===== config.mk =====
export PLATFORM = sky130hd
export DESIGN_NAME = task_liveness_window_monitor
export DESIGN_NICKNAME = d
export VERILOG_FILES = /design/src/design/tlwm_pkg.sv /design/src/design/task_liveness_window_monitor.sv
export SDC_FILE = /design/constraint.sdc
export NUM_CORES = 2
export LEC_CHECK = 0
export ABC_AREA = 1
export BUFFER_PORTS_ARGS = -buffer_cell sky130_fd_sc_hd__buf_2
export CAP_MARGIN = 20
export CORE_ASPECT_RATIO = 1.4
export CORE_MARGIN = 3
export CORE_UTILIZATION = 65
export DETAILED_ROUTE_END_ITERATION = 8
export GPL_TIMING_DRIVEN = 0
export HOLD_SLACK_MARGIN = 0.03
export PLACE_DENSITY = 0.82
export SYNTH_ARGS = -nofsm -noshare
export SYNTH_HDL_FRONTEND = slang
export SYNTH_SLANG_ARGS = --single-unit

===== constraint.sdc =====
create_clock -name aclk -period 7.81 [get_ports aclk]
set_clock_uncertainty 0.15 [all_clocks]
set_input_delay 1.562 -clock aclk [delete_from_list [all_inputs] [get_ports aclk]]
set_output_delay 1.562 -clock aclk [all_outputs]
set_load 0.01 [all_outputs]

===== src/design/tlwm_pkg.sv =====
package tlwm_pkg;

    // table size
    localparam int ENTRY_COUNT = 8;
    localparam int IDX_W       = (ENTRY_COUNT > 1) ? $clog2(ENTRY_COUNT) : 1;

    localparam int CNT_W   = 32;
    localparam int PCT_W   = 10;
    localparam int MASK_W  = 8;
    localparam int ID_W    = 8;
    localparam int QUOT_W  = 26;
    localparam int BOUND_W = QUOT_W + PCT_W;

    // x / 100 for any 32-bit x as (x * PCT_RECIP) >> PCT_SHIFT
    localparam logic [31:0] PCT_RECIP = 32'd1374389535;
    localparam int          PCT_SHIFT = 37;

    // register reset values
    localparam logic [31:0]       PERIOD_RST = 32'd8000;
    localparam logic [PCT_W-1:0]  MIN_RST    = 10'd70;
    localparam logic [PCT_W-1:0]  MAX_RST    = 10'd120;
    localparam logic [MASK_W-1:0] MASK_RST   = 8'd1;

    // register indexes (paddr[3:2])
    localparam logic [1:0] REG_PERIOD = 2'd0;
    localparam logic [1:0] REG_MIN    = 2'd1;
    localparam logic [1:0] REG_MAX    = 2'd2;
    localparam logic [1:0] REG_MASK   = 2'd3;

    // actions
    localparam logic [1:0] ACT_REPORT  = 2'd0;
    localparam logic [1:0] ACT_SUSPEND = 2'd1;
    localparam logic [1:0] ACT_RESUME  = 2'd2;
    localparam logic [1:0] ACT_CHECK   = 2'd3;

    // result status codes
    localparam logic [1:0] STAT_DONE    = 2'd0;
    localparam logic [1:0] STAT_IGNORED = 2'd1;
    localparam logic [1:0] STAT_HALTED  = 2'd2;

    typedef enum logic [1:0] {
        ST_IDLE,
        ST_UPD,
        ST_CHK,
        ST_DONE
    } state_t;

endpackage


===== src/design/task_liveness_window_monitor.sv =====
// Windowed task liveness monitor. A table of ENTRY_COUNT entries, each a 32-bit run-time
// counter and an inactive flag, lives in one synchronous memory (registered read,
// per-entry valid bits so reset clears it at once). A report adds amount to one counter
// with saturation; suspend/resume set/clear the inactive flag and clear the counter. A check
// walks the entries in order: a counter inside [(period/100)*min_pct, (period/100)*max_pct]
// (window [0,0] for entries not enabled) or an inactive entry is cleared; otherwise a sticky
// failure latches that entry and the walk stops. After a failure every transaction is
// ignored and answered with status 2. A report, suspend or resume with an id at or above
// ENTRY_COUNT answers status 1. Sequence: a report, suspend or resume reads the memory at
// the accepting edge, writes back, then loads the result register; a check does one memory
// read-modify-write per entry visited (at most ENTRY_COUNT) before the result register; an
// ignored or halted transaction goes straight to the result register. The state returns to
// idle at the edge that loads a result, so the input side is ready again then unless a
// register write holds it off. The result register lets the next transaction be accepted
// while a result waits for m_ready. The window bounds are computed from the registers by a
// two-stage multiplier pipeline, so the input side is held off after reset and after each
// register write until both stages have refreshed.
module task_liveness_window_monitor
    import tlwm_pkg::*;
(
    input  logic              aclk,
    input  logic              aresetn,
    // register port
    input  logic              psel,
    input  logic              penable,
    input  logic              pwrite,
    input  logic [3:0]        paddr,
    input  logic [31:0]       pwdata,
    output logic [31:0]       prdata,
    output logic              pready,
    // input transactions
    input  logic              s_valid,
    output logic              s_ready,
    input  logic [1:0]        s_action,
    input  logic [ID_W-1:0]   s_entry_id,
    input  logic [CNT_W-1:0]  s_amount,
    // result transactions
    output logic              m_valid,
    input  logic              m_ready,
    output logic              m_failed,
    output logic [ID_W-1:0]   m_failing_entry,
    output logic [1:0]        m_status
);

    // configuration registers
    logic [31:0]       period_reg;
    logic [PCT_W-1:0]  min_reg;
    logic [PCT_W-1:0]  max_reg;
    logic [MASK_W-1:0] mask_reg;
    logic [1:0]        cfg_wait_reg;
    logic              cfg_wr;

    // window bound pipeline
    logic [63:0]        recip_prod;
    logic [QUOT_W-1:0]  quot_reg;
    logic [BOUND_W-1:0] lo_reg;
    logic [BOUND_W-1:0] hi_reg;

    // entry memory: {inactive, counter}
    logic [CNT_W:0]   mem [ENTRY_COUNT];
    logic [ENTRY_COUNT-1:0] vld_reg;
    logic [CNT_W:0]   rdata_reg;
    logic             rvld_reg;
    logic [IDX_W-1:0] rd_addr;
    logic             we;
    logic [IDX_W-1:0] wa;
    logic [CNT_W:0]   wd;

    // sequencer
    state_t            state_reg, state_next;
    logic [1:0]        action_reg, action_next;
    logic [ID_W-1:0]   id_reg, id_next;
    logic [CNT_W-1:0]  amount_reg, amount_next;
    logic [IDX_W-1:0]  idx_reg, idx_next;
    logic [1:0]        status_reg, status_next;
    logic              halted_reg, halted_next;
    logic [ID_W-1:0]   halted_entry_reg, halted_entry_next;

    // result register
    logic              m_valid_reg;
    logic              m_failed_reg;
    logic [ID_W-1:0]   m_failing_entry_reg;
    logic [1:0]        m_status_reg;
    logic              out_load;

    // datapath helpers
    logic              s_accept;
    logic              id_oor;
    logic [CNT_W-1:0]  ent_cnt;
    logic              ent_inact;
    logic [CNT_W:0]    sum;
    logic [CNT_W-1:0]  sum_sat;
    logic [8:0]        idx_ext;
    logic              ent_en;
    logic [BOUND_W-1:0] lo_sel;
    logic [BOUND_W-1:0] hi_sel;
    logic [BOUND_W-1:0] cnt_ext;
    logic              ent_pass;
    logic              idx_last;

    // ---------------- register port ----------------

    assign pready = 1'b1;
    assign cfg_wr = psel && penable && pwrite && pready;

    always_ff @(posedge aclk) begin
        if (!aresetn) begin
            period_reg   <= PERIOD_RST;
            min_reg      <= MIN_RST;
            max_reg      <= MAX_RST;
            mask_reg     <= MASK_RST;
            cfg_wait_reg <= 2'd2;
        end else begin
            if (cfg_wr) begin
                cfg_wait_reg <= 2'd2;
                case (paddr[3:2])
                    REG_PERIOD: period_reg <= pwdata;
                    REG_MIN:    min_reg    <= pwdata[PCT_W-1:0];
                    REG_MAX:    max_reg    <= pwdata[PCT_W-1:0];
                    REG_MASK:   mask_reg   <= pwdata[MASK_W-1:0];
                    default:    ;
                endcase
            end else if (cfg_wait_reg != 2'd0) begin
                cfg_wait_reg <= cfg_wait_reg - 2'd1;
            end
        end
    end

    always_comb begin
        case (paddr[3:2])
            REG_PERIOD: prdata = period_reg;
            REG_MIN:    prdata = {{(32-PCT_W){1'b0}}, min_reg};
            REG_MAX:    prdata = {{(32-PCT_W){1'b0}}, max_reg};
            REG_MASK:   prdata = {{(32-MASK_W){1'b0}}, mask_reg};
            default:    prdata = '0;
        endcase
    end

    // ---------------- window bounds ----------------

    // period / 100 by reciprocal multiply, then the two percent products
    assign recip_prod = 64'(period_reg) * 64'(PCT_RECIP);

    always_ff @(posedge aclk) begin
        quot_reg <= QUOT_W'(recip_prod >> PCT_SHIFT);
        lo_reg   <= BOUND_W'(quot_reg) * BOUND_W'(min_reg);
        hi_reg   <= BOUND_W'(quot_reg) * BOUND_W'(max_reg);
    end

    // ---------------- entry memory ----------------

    always_ff @(posedge aclk) begin
        if (we) begin
            mem[wa] <= wd;
        end
        rdata_reg <= mem[rd_addr];
    end

    // valid bits: an entry never written reads as zero
    always_ff @(posedge aclk) begin
        if (!aresetn) begin
            vld_reg  <= '0;
            rvld_reg <= 1'b0;
        end else begin
            if (we) begin
                vld_reg[wa] <= 1'b1;
            end
            rvld_reg <= vld_reg[rd_addr];
        end
    end

    // ---------------- entry evaluation ----------------

    assign ent_cnt   = rvld_reg ? rdata_reg[CNT_W-1:0] : '0;
    assign ent_inact = rvld_reg && rdata_reg[CNT_W];

    // saturating report add
    assign sum     = {1'b0, ent_cnt} + {1'b0, amount_reg};
    assign sum_sat = sum[CNT_W] ? {CNT_W{1'b1}} : sum[CNT_W-1:0];

    // only the first eight entries have an enable bit
    assign idx_ext = 9'(idx_reg);
    assign ent_en  = (idx_ext < 9'd8) && mask_reg[idx_ext[2:0]];
    assign lo_sel  = ent_en ? lo_reg : '0;
    assign hi_sel  = ent_en ? hi_reg : '0;
    assign cnt_ext = BOUND_W'(ent_cnt);
    assign ent_pass = ((cnt_ext >= lo_sel) && (cnt_ext <= hi_sel)) || ent_inact;
    assign idx_last = (idx_ext == 9'(ENTRY_COUNT - 1));

    assign s_ready  = (state_reg == ST_IDLE) && (cfg_wait_reg == 2'd0);
    assign s_accept = s_valid && s_ready;
    assign id_oor   = {1'b0, s_entry_id} >= 9'(ENTRY_COUNT);
    assign out_load = !m_valid_reg || m_ready;

    // ---------------- sequencer: next state ----------------

    always_comb begin
        state_next = state_reg;
        case (state_reg)
            ST_IDLE: begin
                if (s_accept) begin
                    if (halted_reg) begin
                        state_next = ST_DONE;
                    end else if (s_action == ACT_CHECK) begin
                        state_next = ST_CHK;
                    end else if (id_oor) begin
                        state_next = ST_DONE;
                    end else begin
                        state_next = ST_UPD;
                    end
                end
            end
            ST_UPD: begin
                state_next = ST_DONE;
            end
            ST_CHK: begin
                if (!ent_pass || idx_last) begin
                    state_next = ST_DONE;
                end
            end
            ST_DONE: begin
                if (out_load) begin
                    state_next = ST_IDLE;
                end
            end
            default: state_next = ST_IDLE;
        endcase
    end

    // ---------------- sequencer: outputs ----------------

    always_comb begin
        action_next       = action_reg;
        id_next           = id_reg;
        amount_next       = amount_reg;
        idx_next          = idx_reg;
        status_next       = status_reg;
        halted_next       = halted_reg;
        halted_entry_next = halted_entry_reg;
        rd_addr           = idx_reg + IDX_W'(1);
        we                = 1'b0;
        wa                = id_reg[IDX_W-1:0];
        wd                = '0;
        case (state_reg)
            ST_IDLE: begin
                rd_addr = (s_action == ACT_CHECK) ? '0 : s_entry_id[IDX_W-1:0];
                if (s_accept) begin
                    action_next = s_action;
                    id_next     = s_entry_id;
                    amount_next = s_amount;
                    idx_next    = '0;
                    if (halted_reg) begin
                        status_next = STAT_HALTED;
                    end else if (s_action != ACT_CHECK && id_oor) begin
                        status_next = STAT_IGNORED;
                    end else begin
                        status_next = STAT_DONE;
                    end
                end
            end
            ST_UPD: begin
                we = 1'b1;
                if (action_reg == ACT_REPORT) begin
                    wd = {ent_inact, sum_sat};
                end else begin
                    wd = {(action_reg == ACT_SUSPEND), {CNT_W{1'b0}}};
                end
            end
            ST_CHK: begin
                // write back entry idx while the next entry is read
                wa = idx_reg;
                if (ent_pass) begin
                    we       = 1'b1;
                    wd       = {ent_inact, {CNT_W{1'b0}}};
                    idx_next = idx_reg + IDX_W'(1);
                end else begin
                    halted_next       = 1'b1;
                    halted_entry_next = ID_W'(idx_reg);
                end
            end
            ST_DONE: begin
            end
            default: begin
            end
        endcase
    end

    always_ff @(posedge aclk) begin
        if (!aresetn) begin
            state_reg        <= ST_IDLE;
            halted_reg       <= 1'b0;
            halted_entry_reg <= '0;
        end else begin
            state_reg        <= state_next;
            halted_reg       <= halted_next;
            halted_entry_reg <= halted_entry_next;
        end
    end

    // transaction payload, no reset needed
    always_ff @(posedge aclk) begin
        action_reg <= action_next;
        id_reg     <= id_next;
        amount_reg <= amount_next;
        idx_reg    <= idx_next;
        status_reg <= status_next;
    end

    // ---------------- result register ----------------

    always_ff @(posedge aclk) begin
        if (!aresetn) begin
            m_valid_reg <= 1'b0;
        end else if (state_reg == ST_DONE && out_load) begin
            m_valid_reg <= 1'b1;
        end else if (m_ready) begin
            m_valid_reg <= 1'b0;
        end
    end

    always_ff @(posedge aclk) begin
        if (state_reg == ST_DONE && out_load) begin
            m_failed_reg        <= halted_reg;
            m_failing_entry_reg <= halted_reg ? halted_entry_reg : '0;
            m_status_reg        <= status_reg;
        end
    end

    assign m_valid         = m_valid_reg;
    assign m_failed        = m_failed_reg;
    assign m_failing_entry = m_failing_entry_reg;
    assign m_status        = m_status_reg;

endmodule

==> metrics.txt <==
status finished, final reports clean; CP Launch Point period_reg[2]; Area contributors post-synth fa_1, edfxtp_1, ha_1; H-tree levels 2; clock sinks 521; dominant cell type by area after synthesis fa_1; total chip power 22400 uW; gr ovfl total 0; hold depth 0; Multi-input gate area 36100 um2; Rows 126; routed wire length 185 mm; Final Max Slew Viols 0; crit-path max FO 9; register area share after synthesis 24.2%; Initial DRC Count 3771; most common library cells after synthesis inv_1, nand2_1, fa_1, ha_1, nor2_1; via count 45000; Post-CTS Setup Bufs 0; RSZ-0062 raised after global routing false; fmax 129 MHz; first-pass detailed-route iteration total 9; sequential power share 16.3%; first-pass GRT wire length 276 mm; Yosys reg bits 521; yosys warns 0; Port-buffer cells 121; Initial Util 66.0%; CTS hold repair buffers 0; post-synthesis cell type count 57; Async SR Flop Fraction 0%; Slew HR 24.2%; Hold WC Path Type flip-flop to flip-flop; final setup fails 0; DR DRC count 0; hold endpoint m_status[1]; MaxCap Viol Count 0; R2R Path Start period_reg[2]; maximum buffer depth of the clock tree 3; CP Launch Type flip-flop; Power Internal 10300 uW; worst setup path class flip-flop to flip-flop; final hold viol count 0; Area growth, synth to finish 7.05%; Final Wtd Congestion 1.05; clock share of power 12.0%; Die ar. 89700 um2; Top FF cell, synth edfxtp_1; share of cells above drive strength 1 4.13%; VDD IR max 0.439 mV; worst slew pin tran 1.14 ns; Power Density 373 nW/um2; Post-synth EDFFs 312; initial antenna violation count 6; Via-to-Cell Ratio 5.89; hold path startpoint status_reg[1]; P_leak 0.0313 uW; clock transition at the registers of the reported paths 0.07 ns; nets 8007; reg2reg end quot_reg[0]; min Tclk post-route 7.78 ns; Arr. time, crit path 8.11 ns; WL/cell 24.1 um; core area 84800 um2; Fin Setup TNS 0 ns; post-route ant nets 0; most numerous cell in the Yosys netlist inv_1; combinational share of power 71.7%; worst-skew pair later-pin latency 0.67 ns; crit path capture type flip-flop; largest net degree at the start of global routing 34; GRT Resource Usage Total 41.9%; max FFs per register 264; Crit path required time 8.14 ns; # IOs 131; number of fill cells in the layout 6679; Sw Ratio 54.0%; HPWL after DPL 151 mm; storage element area 13600 um2; Root Buffer clkbuf_16; CTS tree built; vias in the first global route 47900; Mapped Area 56000 um2; R2R setup slack 0.03 ns; total CTS buffers 52; Net Sw Power 12100 uW; Die Width 254 um; average size of a mapped cell 8.84 um2; fin crit share 99.6%; worst reg2reg path depth 23; post-synth top area share 27.5%; Post-Syn Instances 6328; die height 353 um
==> logic make-up (layout without fill, tap and decap cells) <==
| family | Yosys count | count (layout) | share of synthesized area, % |
|---|---|---|---|
| compound gates | 821 | 821 | 8.35 |
| other cells | 2 | 9 | 0.0134 |
| xor+xnor | 114 | 114 | 1.78 |
| flops | 521 | 521 | 24.2 |
| buf+inv | 1687 | 1912 | 11.4 |
| fa+ha+maj | 1409 | 1409 | 41.8 |
| simple gates | 1774 | 1774 | 12.4 |
==> how the worst max path moves through the flow <==
stage                   end  slack, ns  cells after the start
6_report        quot_reg[0]       0.03                     23
5_1_grt         quot_reg[0]       0.03                     23
4_1_cts         quot_reg[0]       0.20                     23
3_5_place_dp    quot_reg[0]       0.24                     23
3_3_place_gp    quot_reg[0]       0.24                     23
2_1_floorplan  quot_reg[16]       1.86                     25
==> worst max-delay path, cell delays in order (launching register included) <==
cell and delay (ns):
dfxtp_1 0.69, inv_1 0.32, fa_1 0.66, inv_1 0.08, ha_1 0.23, fa_1 0.36
inv_1 0.08, fa_1 0.40, inv_1 0.09, fa_1 0.45, fa_1 0.49, fa_1 0.49
inv_1 0.05, fa_1 0.50, inv_1 0.05, ha_1 0.31, a21oi_1 0.19, o21bai_1 0.18
a21oi_1 0.16, o21ai_0 0.10, a21oi_1 0.60, nor2_1 0.08, nor2_1 0.21, xor2_1 0.68
==> layer usage <==
metal  part of all wire [%]  vias to the layer above  track usage [%]
li1                       -                    20000                -
met1                     30                    21600             41.0
met2                     48                     2460             70.0
met3                    7.9                      995             8.46
met4                     14                        2             46.0
met5                 0.0049                        -                0
==> cell type report <==
cell class / count / area share (%)
antenna: 3 / 0.0125
tap: 1088 / 2.27
clock inverter: 35 / 0.737
clock buffer: 63 / 2.29
inverter: 1482 / 9.28
sequential: 521 / 22.6
timing repair buffer: 127 / 1.22
buffer: 205 / 1.38
multi-input combinational: 4124 / 60.2
==> cell usage in the layout, fill, tap and decap left out, types with 9 or more instances in the layout <==
master,netlist,final
inv_1,1475,1470
nand2_1,1084,1084
fa_1,770,770
ha_1,639,639
nor2_1,527,526
o21ai_0,314,314
edfxtp_1,312,312
a21oi_1,261,261
dfxtp_1,209,207
clkbuf_1,150,158
buf_2,15,136
nand3_1,87,87
xor2_1,72,72
a31oi_1,62,62
clkbuf_16,0,52
xnor2_1,42,42
o22ai_1,33,33
buf_1,31,31
nor3_1,25,25
o211ai_1,22,22
a21o_1,22,22
o21bai_1,21,21
nand4_1,18,18
nor4_1,15,14
o21a_1,14,14
a221oi_1,13,13
o21ai_1,10,10
clkinv_1,3,10
inv_2,4,9
buf_4,8,9
clkinv_2,0,9
==> stage by stage <==
| stage | setup slack [ns] | std cells | utilization [%] | area [um2] | hold WS (ns) |
|---|---|---|---|---|---|
| 2_1_floorplan | 1.86 | 6332 | - | 56000 | 0.250 |
| 3_3_place_gp | 0.242 | 7541 | 68.3 | 57900 | 0.251 |
| 3_5_place_dp | 0.240 | 7547 | 68.5 | 58100 | 0.256 |
| 4_1_cts | 0.200 | 7645 | 70.6 | 59900 | 0.267 |
| 5_1_grt | 0.0280 | 7646 | 70.6 | 59900 | 0.273 |
| 6_report | 0.0287 | 7648 | 70.6 | 59900 | 0.266 |
==> power groups by stage <==
stage               Sequential, uW  Combinational, uW  Clock (uW)
floorplan                     3550              10700           0
CTS                           3630              15700        2680
finish                        3650              16000        2680
detailed placement            3680              15500           0
global placement              3680              15200           0
global route                  3660              17700        2790
==> what timing repair did <==
action                                  4_1_cts  5_1_grt
hold endpoints to repair                      0        0
gates resized for setup                       0        2
endpoints found under the setup margin        0        3
No activity file was read; power rests on OpenSTA's default activity.
